File: src/design/clps_pkg.sv
// shared types, constants and pin maps for the charlieplexed led scanner
package clps_pkg;

  localparam int LED_COUNT = 96;
  localparam int PIN_COUNT = 11;
  localparam int ROW_SLOTS = 10;

  typedef logic [PIN_COUNT-1:0] pins_t;
  typedef logic [3:0]           row_t;
  typedef logic [3:0]           pin_t;
  typedef logic [2:0]           pend_t;
  typedef logic [1:0]           level_t;
  typedef logic [6:0]           index_t;
  typedef logic [31:0]          word_t;
  typedef logic [1:0]           cfg_index_t;

  typedef enum logic {
    ACT_WRITE = 1'b0,
    ACT_TICK  = 1'b1
  } action_t;

  typedef enum logic [1:0] {
    CFG_PERIOD_FULL = 2'd0,
    CFG_LEVEL_ONE   = 2'd1,
    CFG_LEVEL_TWO   = 2'd2
  } cfg_reg_t;

  localparam row_t   ROW_NONE = 4'd15;
  localparam pend_t  NO_LEVEL = 3'd4;
  localparam level_t LVL_OFF  = 2'd0;
  localparam level_t LVL_DIM  = 2'd1;
  localparam level_t LVL_MED  = 2'd2;
  localparam level_t LVL_FULL = 2'd3;

  // low side pin of each led
  localparam pin_t LOW_PIN [LED_COUNT] = '{
    3, 7, 4, 7, 4, 3, 8, 7, 8, 3, 8, 4,
    0, 7, 0, 3, 0, 4, 0, 8, 6, 7, 6, 3,
    6, 4, 6, 8, 6, 0, 5, 7, 5, 3, 5, 4,
    5, 8, 5, 0, 5, 6, 1, 7, 1, 3, 1, 4,
    1, 8, 1, 0, 1, 6, 1, 5, 2, 7, 2, 3,
    2, 4, 2, 8, 2, 0, 2, 6, 2, 5, 2, 1,
    10, 7, 10, 3, 10, 4, 10, 8, 10, 0, 10, 6,
    10, 5, 10, 1, 10, 2, 9, 7, 9, 3, 9, 4
  };

  // per row: led number, or bit 7 set with an unused pin to release
  localparam logic [7:0] ROW_MAP [PIN_COUNT][ROW_SLOTS] = '{
    '{8'd50, 8'd64, 8'd15, 8'd17, 8'd38, 8'd28, 8'd13, 8'd19, 8'd80, 8'h89},
    '{8'd51, 8'd70, 8'd45, 8'd47, 8'd55, 8'd53, 8'd43, 8'd49, 8'd86, 8'h89},
    '{8'd65, 8'd71, 8'd59, 8'd61, 8'd69, 8'd67, 8'd57, 8'd63, 8'd88, 8'h89},
    '{8'd14, 8'd44, 8'd58, 8'd4,  8'd32, 8'd22, 8'd1,  8'd8,  8'd92, 8'd74},
    '{8'd16, 8'd46, 8'd60, 8'd5,  8'd34, 8'd24, 8'd3,  8'd10, 8'd94, 8'd76},
    '{8'd39, 8'd54, 8'd68, 8'd33, 8'd35, 8'd41, 8'd31, 8'd37, 8'd84, 8'h89},
    '{8'd29, 8'd52, 8'd66, 8'd23, 8'd25, 8'd40, 8'd21, 8'd27, 8'd82, 8'h89},
    '{8'd12, 8'd42, 8'd56, 8'd0,  8'd2,  8'd30, 8'd20, 8'd6,  8'd90, 8'd72},
    '{8'd18, 8'd48, 8'd62, 8'd9,  8'd11, 8'd36, 8'd26, 8'd7,  8'd78, 8'h89},
    '{8'd93, 8'd95, 8'd91, 8'h80, 8'h81, 8'h82, 8'h85, 8'h86, 8'h88, 8'h8A},
    '{8'd81, 8'd87, 8'd89, 8'd75, 8'd77, 8'd85, 8'd83, 8'd73, 8'd79, 8'h89}
  };

  // scan state carried from tick to tick
  typedef struct packed {
    row_t  row;
    pend_t pend;
    word_t frame;
    pins_t drive_en;
    pins_t drive_lvl;
  } scan_state_t;

  typedef struct packed {
    word_t full;
    word_t one;
    word_t two;
  } periods_t;

  function automatic logic slot_is_led(input int r, input int s);
    return !ROW_MAP[r][s][7];
  endfunction

  function automatic pin_t slot_pin(input int r, input int s);
    logic [7:0] e;
    e = ROW_MAP[r][s];
    if (e[7]) return e[3:0];
    return LOW_PIN[e[6:0]];
  endfunction

endpackage

File: src/design/clps_ifs.sv
// valid/ready channel interfaces for input words and result words
interface clps_item_if import clps_pkg::*; ();
  logic   valid;
  logic   ready;
  logic   action;
  index_t led_index;
  level_t pixel_level;

  modport source(output valid, action, led_index, pixel_level, input ready);
  modport sink(input valid, action, led_index, pixel_level, output ready);
endinterface

interface clps_result_if import clps_pkg::*; ();
  logic  valid;
  logic  ready;
  pins_t pin_enable;
  pins_t pin_high;
  word_t next_period;
  row_t  active_row_out;
  word_t frame_count;

  modport source(output valid, pin_enable, pin_high, next_period, active_row_out,
                 frame_count, input ready);
  modport sink(input valid, pin_enable, pin_high, next_period, active_row_out,
               frame_count, output ready);
endinterface

File: src/design/clps_tick_logic.sv
// next scan state and timer period for one tick
module clps_tick_logic import clps_pkg::*; (
  input  scan_state_t                 cur,
  input  logic [LED_COUNT-1:0][1:0]   levels,
  input  periods_t                    periods,
  output scan_state_t                 nxt,
  output word_t                       period
);

  level_t [ROW_SLOTS-1:0] old_lvl;
  logic   [ROW_SLOTS-1:0] old_led;
  pin_t   [ROW_SLOTS-1:0] old_pin;
  level_t [ROW_SLOTS-1:0] new_lvl;
  logic   [ROW_SLOTS-1:0] new_led;
  pin_t   [ROW_SLOTS-1:0] new_pin;

  logic  rel_active;
  logic  gt1, gt2, gt3;
  pend_t rel_next;
  pins_t rel_mask;
  pins_t en1, lvl1;
  row_t  row_inc, row_new;
  logic  frame_step;
  logic  has1, has2, has3, any_lit;
  pins_t touch_mask, drive_mask;
  pins_t en2, lvl2;
  pend_t adv_pend;

  // row that follows the current one
  assign row_inc    = cur.row + 4'd1;
  assign frame_step = row_inc >= row_t'(PIN_COUNT);
  assign row_new    = frame_step ? 4'd0 : row_inc;

  // gather the ten levels of the current row and of the row that follows
  always_comb begin
    old_lvl = '0;
    old_led = '0;
    old_pin = '0;
    new_lvl = '0;
    new_led = '0;
    new_pin = '0;
    for (int s = 0; s < ROW_SLOTS; s++) begin
      for (int r = 0; r < PIN_COUNT; r++) begin
        if (cur.row == row_t'(r)) begin
          old_led[s] = slot_is_led(r, s);
          old_pin[s] = slot_pin(r, s);
          if (slot_is_led(r, s)) old_lvl[s] = levels[ROW_MAP[r][s][6:0]];
        end
        if (row_new == row_t'(r)) begin
          new_led[s] = slot_is_led(r, s);
          new_pin[s] = slot_pin(r, s);
          if (slot_is_led(r, s)) new_lvl[s] = levels[ROW_MAP[r][s][6:0]];
        end
      end
    end
  end

  // release slot: drop leds whose level ran out
  always_comb begin
    rel_active = (cur.pend != 3'd0) && (cur.row < row_t'(PIN_COUNT));
    gt1 = 1'b0;
    gt2 = 1'b0;
    gt3 = 1'b0;
    rel_mask = '0;
    for (int s = 0; s < ROW_SLOTS; s++) begin
      if (old_led[s]) begin
        if ({1'b0, old_lvl[s]} == cur.pend) rel_mask |= pins_t'(1'b1) << old_pin[s];
        if (old_lvl[s] == LVL_DIM  && cur.pend < 3'd1) gt1 = 1'b1;
        if (old_lvl[s] == LVL_MED  && cur.pend < 3'd2) gt2 = 1'b1;
        if (old_lvl[s] == LVL_FULL && cur.pend < 3'd3) gt3 = 1'b1;
      end
    end
    if (gt1)      rel_next = 3'd1;
    else if (gt2) rel_next = 3'd2;
    else if (gt3) rel_next = 3'd3;
    else          rel_next = NO_LEVEL;
    if (rel_next == NO_LEVEL) rel_mask |= pins_t'(1'b1) << cur.row;
    if (rel_active) begin
      en1  = cur.drive_en & ~rel_mask;
      lvl1 = cur.drive_lvl & ~rel_mask;
    end else begin
      en1  = cur.drive_en;
      lvl1 = cur.drive_lvl;
    end
  end

  // row advance
  always_comb begin
    has1 = 1'b0;
    has2 = 1'b0;
    has3 = 1'b0;
    touch_mask = '0;
    drive_mask = '0;
    for (int s = 0; s < ROW_SLOTS; s++) begin
      touch_mask |= pins_t'(1'b1) << new_pin[s];
      if (new_led[s] && new_lvl[s] != LVL_OFF) drive_mask |= pins_t'(1'b1) << new_pin[s];
      if (new_led[s] && new_lvl[s] == LVL_DIM)  has1 = 1'b1;
      if (new_led[s] && new_lvl[s] == LVL_MED)  has2 = 1'b1;
      if (new_led[s] && new_lvl[s] == LVL_FULL) has3 = 1'b1;
    end
    any_lit = has1 | has2 | has3;
    en2  = (en1 & ~touch_mask) | drive_mask;
    lvl2 = lvl1 & ~touch_mask;
    if (any_lit) begin
      en2  = en2 | (pins_t'(1'b1) << row_new);
      lvl2 = lvl2 | (pins_t'(1'b1) << row_new);
    end
    if (has1)      adv_pend = 3'd1;
    else if (has2) adv_pend = 3'd2;
    else if (has3) adv_pend = 3'd3;
    else           adv_pend = 3'd0;
  end

  // pick the outcome and the period
  always_comb begin
    nxt = cur;
    if (rel_active && cur.pend < 3'd3) begin
      nxt.pend      = rel_next;
      nxt.drive_en  = en1;
      nxt.drive_lvl = lvl1;
      if (cur.pend == 3'd1 && rel_next == 3'd2) period = periods.two - periods.one;
      else if (cur.pend == 3'd1)                period = periods.full - periods.one;
      else                                      period = periods.full - periods.two;
    end else begin
      nxt.row       = row_new;
      nxt.pend      = adv_pend;
      nxt.frame     = frame_step ? cur.frame + 32'd1 : cur.frame;
      nxt.drive_en  = en2;
      nxt.drive_lvl = lvl2;
      if (adv_pend == 3'd1)      period = periods.one;
      else if (adv_pend == 3'd2) period = periods.two;
      else                       period = periods.full;
    end
  end

endmodule

File: src/design/charlieplex_led_scan_grayscale_unit.sv
// top level of the charlieplexed led matrix scanner with four-level grayscale
// Scans a 96-led charlieplexed matrix on 11 tristate pins. Input words either
// store a 2-bit brightness for one led (action 0, no result) or report one
// timer expiry (action 1, exactly one result word). A tick either releases the
// leds of the current row whose on-time ran out, or advances to the next row
// and drives its high pin and the low pins of its lit leds. Each result gives
// the pin drive, the timer period to load next, the row being served and the
// frame count. One word is taken every clock cycle, but a tick waits while the
// result register holds a word that is not taken: a word is held in the input
// register and the tick update runs combinationally from there into the result
// register, reading the levels of the row's ten leds from flops. The level store
// is cleared by reset at once. The user must write period registers on the cfg
// port only while no word is in flight; the block itself does not enforce this.
module charlieplex_led_scan_grayscale_unit import clps_pkg::*; (
  input  logic               clk,
  input  logic               rst,
  clps_item_if.sink          item_in,
  clps_result_if.source      result_out,
  input  logic               cfg_write_en,
  input  cfg_index_t         cfg_index,
  input  word_t              cfg_data
);

  // input register
  logic   in_valid;
  logic   in_action;
  index_t in_index;
  level_t in_level;

  // result register
  logic  out_valid;
  pins_t out_enable;
  pins_t out_high;
  word_t out_period;
  row_t  out_row;
  word_t out_frame;

  // period registers
  periods_t periods;

  // brightness store, one 2-bit level per led
  logic [LED_COUNT-1:0][1:0] levels;

  scan_state_t scan;
  scan_state_t scan_next;
  word_t       period_next;

  logic stage_go;
  logic is_tick;

  assign is_tick  = (in_action == ACT_TICK);
  // writes never wait; ticks wait only on a full result register
  assign stage_go = in_valid && (!is_tick || !out_valid || result_out.ready);
  assign item_in.ready = !in_valid || stage_go;

  // config writes, indexes past the list are dropped
  always_ff @(posedge clk) begin
    if (rst) begin
      periods.full <= 32'd4096;
      periods.one  <= 32'd512;
      periods.two  <= 32'd1024;
    end else if (cfg_write_en) begin
      case (cfg_index)
        CFG_PERIOD_FULL: periods.full <= cfg_data;
        CFG_LEVEL_ONE:   periods.one  <= cfg_data;
        CFG_LEVEL_TWO:   periods.two  <= cfg_data;
        default: ;
      endcase
    end
  end

  // input register
  always_ff @(posedge clk) begin
    if (rst) begin
      in_valid <= 1'b0;
    end else if (item_in.ready) begin
      in_valid <= item_in.valid;
    end
  end

  always_ff @(posedge clk) begin
    if (item_in.valid && item_in.ready) begin
      in_action <= item_in.action;
      in_index  <= item_in.led_index;
      in_level  <= item_in.pixel_level;
    end
  end

  // level store, out of range indexes are ignored
  always_ff @(posedge clk) begin
    if (rst) begin
      levels <= '0;
    end else if (stage_go && !is_tick && in_index < index_t'(LED_COUNT)) begin
      levels[in_index] <= in_level;
    end
  end

  clps_tick_logic u_tick (
    .cur     (scan),
    .levels  (levels),
    .periods (periods),
    .nxt     (scan_next),
    .period  (period_next)
  );

  // scan state moves only on ticks
  always_ff @(posedge clk) begin
    if (rst) begin
      scan.row       <= ROW_NONE;
      scan.pend      <= 3'd0;
      scan.frame     <= '0;
      scan.drive_en  <= '0;
      scan.drive_lvl <= '0;
    end else if (stage_go && is_tick) begin
      scan <= scan_next;
    end
  end

  // result register
  always_ff @(posedge clk) begin
    if (rst) begin
      out_valid <= 1'b0;
    end else if (stage_go && is_tick) begin
      out_valid <= 1'b1;
    end else if (result_out.ready) begin
      out_valid <= 1'b0;
    end
  end

  always_ff @(posedge clk) begin
    if (stage_go && is_tick) begin
      out_enable <= scan_next.drive_en;
      out_high   <= scan_next.drive_lvl;
      out_period <= period_next;
      out_row    <= scan_next.row;
      out_frame  <= scan_next.frame;
    end
  end

  assign result_out.valid          = out_valid;
  assign result_out.pin_enable     = out_enable;
  assign result_out.pin_high       = out_high;
  assign result_out.next_period    = out_period;
  assign result_out.active_row_out = out_row;
  assign result_out.frame_count    = out_frame;

endmodule

File: src/flat_wrapper.sv
// flat-port wrapper written by rule: the top's interface ports become plain ports
module charlieplex_led_scan_grayscale_unit_flat import clps_pkg::*;
  (clk, rst, cfg_write_en, cfg_index, cfg_data, item_in_valid, item_in_action, item_in_led_index, item_in_pixel_level, item_in_ready, result_out_valid, result_out_pin_enable, result_out_pin_high, result_out_next_period, result_out_active_row_out, result_out_frame_count, result_out_ready);
  clps_item_if item_in_i ();
  clps_result_if result_out_i ();
  input  logic clk;
  input  logic rst;
  input  logic cfg_write_en;
  input  cfg_index_t cfg_index;
  input  word_t cfg_data;
  input wire logic [$bits(item_in_i.valid)-1:0] item_in_valid;
  input wire logic [$bits(item_in_i.action)-1:0] item_in_action;
  input wire logic [$bits(item_in_i.led_index)-1:0] item_in_led_index;
  input wire logic [$bits(item_in_i.pixel_level)-1:0] item_in_pixel_level;
  output wire logic [$bits(item_in_i.ready)-1:0] item_in_ready;
  output wire logic [$bits(result_out_i.valid)-1:0] result_out_valid;
  output wire logic [$bits(result_out_i.pin_enable)-1:0] result_out_pin_enable;
  output wire logic [$bits(result_out_i.pin_high)-1:0] result_out_pin_high;
  output wire logic [$bits(result_out_i.next_period)-1:0] result_out_next_period;
  output wire logic [$bits(result_out_i.active_row_out)-1:0] result_out_active_row_out;
  output wire logic [$bits(result_out_i.frame_count)-1:0] result_out_frame_count;
  input wire logic [$bits(result_out_i.ready)-1:0] result_out_ready;
  assign item_in_i.valid = item_in_valid;
  assign item_in_i.action = item_in_action;
  assign item_in_i.led_index = item_in_led_index;
  assign item_in_i.pixel_level = item_in_pixel_level;
  assign item_in_ready = item_in_i.ready;
  assign result_out_valid = result_out_i.valid;
  assign result_out_pin_enable = result_out_i.pin_enable;
  assign result_out_pin_high = result_out_i.pin_high;
  assign result_out_next_period = result_out_i.next_period;
  assign result_out_active_row_out = result_out_i.active_row_out;
  assign result_out_frame_count = result_out_i.frame_count;
  assign result_out_i.ready = result_out_ready;
  charlieplex_led_scan_grayscale_unit u_core (.clk(clk), .rst(rst), .item_in(item_in_i), .result_out(result_out_i), .cfg_write_en(cfg_write_en), .cfg_index(cfg_index), .cfg_data(cfg_data));
endmodule
File: config.mk
export PLATFORM = sky130hd
export DESIGN_NAME = charlieplex_led_scan_grayscale_unit_flat
export DESIGN_NICKNAME = d
export VERILOG_FILES = /design/src/design/clps_pkg.sv /design/src/design/clps_ifs.sv /design/src/design/clps_tick_logic.sv /design/src/design/charlieplex_led_scan_grayscale_unit.sv /design/src/flat_wrapper.sv
export SDC_FILE = /design/constraint.sdc
export NUM_CORES = 1
export LEC_CHECK = 0
export ABC_AREA = 1
export BUFFER_PORTS_ARGS = -buffer_cell sky130_fd_sc_hd__buf_2
export CAP_MARGIN = 20
export CORE_UTILIZATION = 48
export CTS_BUF_LIST = sky130_fd_sc_hd__clkbuf_16
export CTS_CLUSTER_DIAMETER = 120
export CTS_CLUSTER_SIZE = 40
export DETAILED_ROUTE_END_ITERATION = 16
export GPL_ROUTABILITY_DRIVEN = 0
export PLACE_DENSITY_LB_ADDON = 0.2
export RECOVER_POWER = 100
export SLEW_MARGIN = 15
export SYNTH_ARGS = -nofsm -noshare
export SYNTH_HDL_FRONTEND = slang
export SYNTH_SLANG_ARGS = --single-unit
File: constraint.sdc
create_clock -name clk -period 5.6 [get_ports clk]
set_clock_uncertainty 0.2 [all_clocks]
set_input_delay 0.28 -clock clk [delete_from_list [all_inputs] [get_ports clk]]
set_output_delay 0.28 -clock clk [all_outputs]
set_load 0.005 [all_outputs]
==> impl_metrics.env <==
export IMPL_status="finished, violations left"
export IMPL_violations="max-capacitance violations, max-slew violations"
export IMPL_critPathRequiredTime_ns=5.74
export IMPL_cp_start_kind="flip-flop"
export IMPL_routedWlPerCell_um=17.5
export IMPL_post_route_util_pct=52.7
export IMPL_clockBufferDepth=3
export IMPL_dpl_cell_area_mm2=0.0284
export IMPL_stdcell_area_mm2=0.0292
export IMPL_fin_crit_sh_pct=92.0
export IMPL_rr_worst_depth=24
export IMPL_setup_viol=0
export IMPL_grt_antenna_before_repair=0
export IMPL_numClockSinks=451
export IMPL_hold_violations=0
export IMPL_tightestPinTransition_ns=2.51
export IMPL_cts_tree="built"
export IMPL_max_freq_ghz=0.194
export IMPL_rsz0062_at_grt="false"
export IMPL_hp_class="in -> reg"
export IMPL_die_h_um=240
export IMPL_drt_iter0_markers=2677
export IMPL_ys_ff_latch=451
export IMPL_yosysSeqAreaShare_pct=36.8
export IMPL_r2r_end="u_core.result_out.next_period[19]"
export IMPL_cts_setup_buffers=0
export IMPL_worst_slack_ns=0.449
export IMPL_ant_nets=0
export IMPL_ys_types=56
export IMPL_fp_row_count=86
export IMPL_drive_gt1_share_pct=4.94
export IMPL_grt_first_pass_wirelength_mm=135
export IMPL_worstSetupPathType="reg -> reg"
export IMPL_io_pins=141
export IMPL_path_max_fanout=33
export IMPL_pre_cts_ws_ns=0.475
export IMPL_end_kind="flip-flop"
export IMPL_diodes=0
export IMPL_crit_end="u_core.result_out.next_period[19]"
export IMPL_synth_ff_type="dfxtp_1"
export IMPL_path_clk_slew_ns=0.15
export IMPL_p_leak_nw=12.4
export IMPL_clockRootBuffer="clkbuf_16"
export IMPL_yosys_warnings=0
export IMPL_yosys_area_top_type_share_pct=25.8
export IMPL_clkLatencyLatePin_ns=0.58
export IMPL_cts_buffers=15
export IMPL_grt_ovfl_total=0
export IMPL_syn_instance_count=4100
export IMPL_drt_wl_total_mm=86.3
export IMPL_avgSynthCellArea_um2=6.64
export IMPL_viasPerCell=5.46
export IMPL_first_pass_iters=6
export IMPL_dp_hpwl_mm=61.9
export IMPL_synth_commonest_cells="743 x nand2_1, 727 x nor2_1, 492 x o21ai_0, 482 x inv_1, 351 x dfxtp_1"
export IMPL_portBuffers=140
export IMPL_synthTopCellsByArea="dfxtp_1 26%, edfxtp_1 11%, nand2_1 10%"
export IMPL_yosysMostFrequentCell="nand2_1"
export IMPL_synth_edf_count=100
export IMPL_syn_nets=4221
export IMPL_peakVddDrop_mv=0.277
export IMPL_grt_pass1_vias=24300
export IMPL_setup_tns_ns=0
export IMPL_drc=0
export IMPL_htree_levels=1
export IMPL_synth_top_area_cell="dfxtp_1"
export IMPL_grtUsageTotal_pct=29.5
export IMPL_die_w_um=240
export IMPL_syn_to_final_growth_pct=7.44
export IMPL_cp_arrival_ns=5.29
export IMPL_crit_start="u_core.scan[57]"
export IMPL_power_density_mw_per_mm2=248
export IMPL_via_count=26900
export IMPL_relSlewSlack_pct=-67.4
export IMPL_start_util_pct=49.0
export IMPL_maxCapViolations=1
export IMPL_min_period_ns=5.15
export IMPL_drv_slew=169
export IMPL_reg2reg_from="u_core.scan[57]"
export IMPL_synthArstFlopShare_pct=0
export IMPL_hold_ws_ns=0.205
export IMPL_grt_max_degree=169
export IMPL_die_area_mm2=0.0577
export IMPL_core_mm2=0.0555
export IMPL_reg2reg_slack_ns=0.45
export IMPL_nNetsFinal=4287
export IMPL_synth_area_mm2=0.0272
-- state kept, by name, summed over array words and instances, names as in the netlist, 2 cells and up --
signal	count
u_core.levels	192
u_core.periods	96
u_core.scan	61
u_core.result_out.frame_count	32
u_core.result_out.next_period	32
u_core.result_out.pin_enable	11
u_core.result_out.pin_high	11
u_core.in_index	7
u_core.result_out.active_row_out	4
u_core.in_level	2
-- final cells by class --
class	instances	area [um^2]
inverter	509	1910
tap	748	936
clock inverter	9	62.6
clock buffer	15	375
sequential	451	10000
fill	5666	26300
timing repair buffer	238	1470
multi-input combinational	2951	14500
-- cells in the final DEF (no fill, tap or decap), types with 6 or more instances in the layout --
cell	Yosys	routed
xor2_1	73	73
buf_2	42	72
dlygate4sd3_1	0	50
a31oi_1	15	15
o21ai_0	492	503
or2_2	6	6
clkbuf_16	0	15
nand4_1	55	55
clkbuf_1	119	70
dfxtp_1	351	351
o21a_1	9	9
nor3_1	41	40
buf_4	14	41
nor2_2	8	9
o221ai_1	9	9
a211oi_1	6	6
nand2_1	743	744
a22oi_1	7	7
o21ai_1	20	9
ha_1	70	70
nand3b_1	6	6
edfxtp_1	100	100
o22ai_1	19	19
xnor2_1	18	18
a21oi_1	308	308
nand3_1	214	214
o211ai_1	36	36
clkinv_1	8	7
nor2_1	727	724
inv_2	19	20
inv_1	482	488
-- per-layer routing --
layer / GRT usage (%) / share of wire [%] / wire, um / vias up
li1: - / - / - / 13500
met1: 39.7 / 43 / 37300 / 12100
met2: 48.2 / 45 / 39100 / 1050
met3: 3.58 / 7.6 / 6550 / 185
met4: 11.1 / 4.0 / 3450 / 0
met5: 0 / 0 / 0 / -
-- repair_timing --
action | CTS | global route
gates resized for setup | 0 | 1
endpoints found under the setup margin | 0 | 2
hold buffers | 50 | 0
endpoints found under the hold margin | 108 | 0
-- worst min-delay path by stage --
stage | start | endpoint | slack (ns) | depth (start not counted)
floorplan | item_in_action | u_core.in_action | 0.18 | 0
global placement | u_core.levels[181] | u_core.levels[181] | 0.25 | 2
detailed placement | u_core.levels[181] | u_core.levels[181] | 0.25 | 2
CTS | item_in_led_index[6] | u_core.in_index[6] | 0.20 | 2
global route | item_in_led_index[2] | u_core.in_index[2] | 0.20 | 2
finish | item_in_led_index[6] | u_core.in_index[6] | 0.20 | 2
-- logic make-up after synthesis --
| family | share of synthesized area, % |
|---|---|
| xor+xnor | 2.93 |
| fa+ha+maj | 3.36 |
| simple gates | 27.8 |
| buf+inv | 10.1 |
| compound gates | 18.9 |
| flops | 36.8 |
-- power by group --
part	total, mW	switching, mW	internal (mW)	leakage, nW
sequential	3.56	0.0770	3.48	3.79
clock	1.55	1.04	0.512	0.238
combinational	2.15	1.44	0.706	8.35
total	7.26	2.56	4.70	12.4
-- worst max-delay path: stages, from the launching register on --
cell and delay, ns:
dfxtp_1 0.63, ha_1 0.25, clkbuf_1 0.63, nand2_1 0.11, clkbuf_2 0.52, inv_1 0.56, nand2_1 0.09, nand2_1 0.07
nor2_1 0.04, nand2_1 0.08, nand2_1 0.06, nand2_1 0.12, nand2_1 0.06, nand2_1 0.13, nand3_1 0.10, nand2_1 0.08
inv_1 0.04, nand3_1 0.07, nand2_1 0.05, nand3_1 0.09, nand2_1 0.09, clkbuf_2 0.31, o21ai_0 0.23, a21oi_1 0.07
a31o_1 0.20
-- stage by stage --
stage / total power [mW] / std cells
finish: 7.26 / 4921
global route: 7.63 / 4921
CTS: 7.28 / 4921
detailed placement: 5.72 / 4847
global placement: 5.70 / 4847
floorplan: 5.15 / 4100
Power figures use the tool's default switching activity.
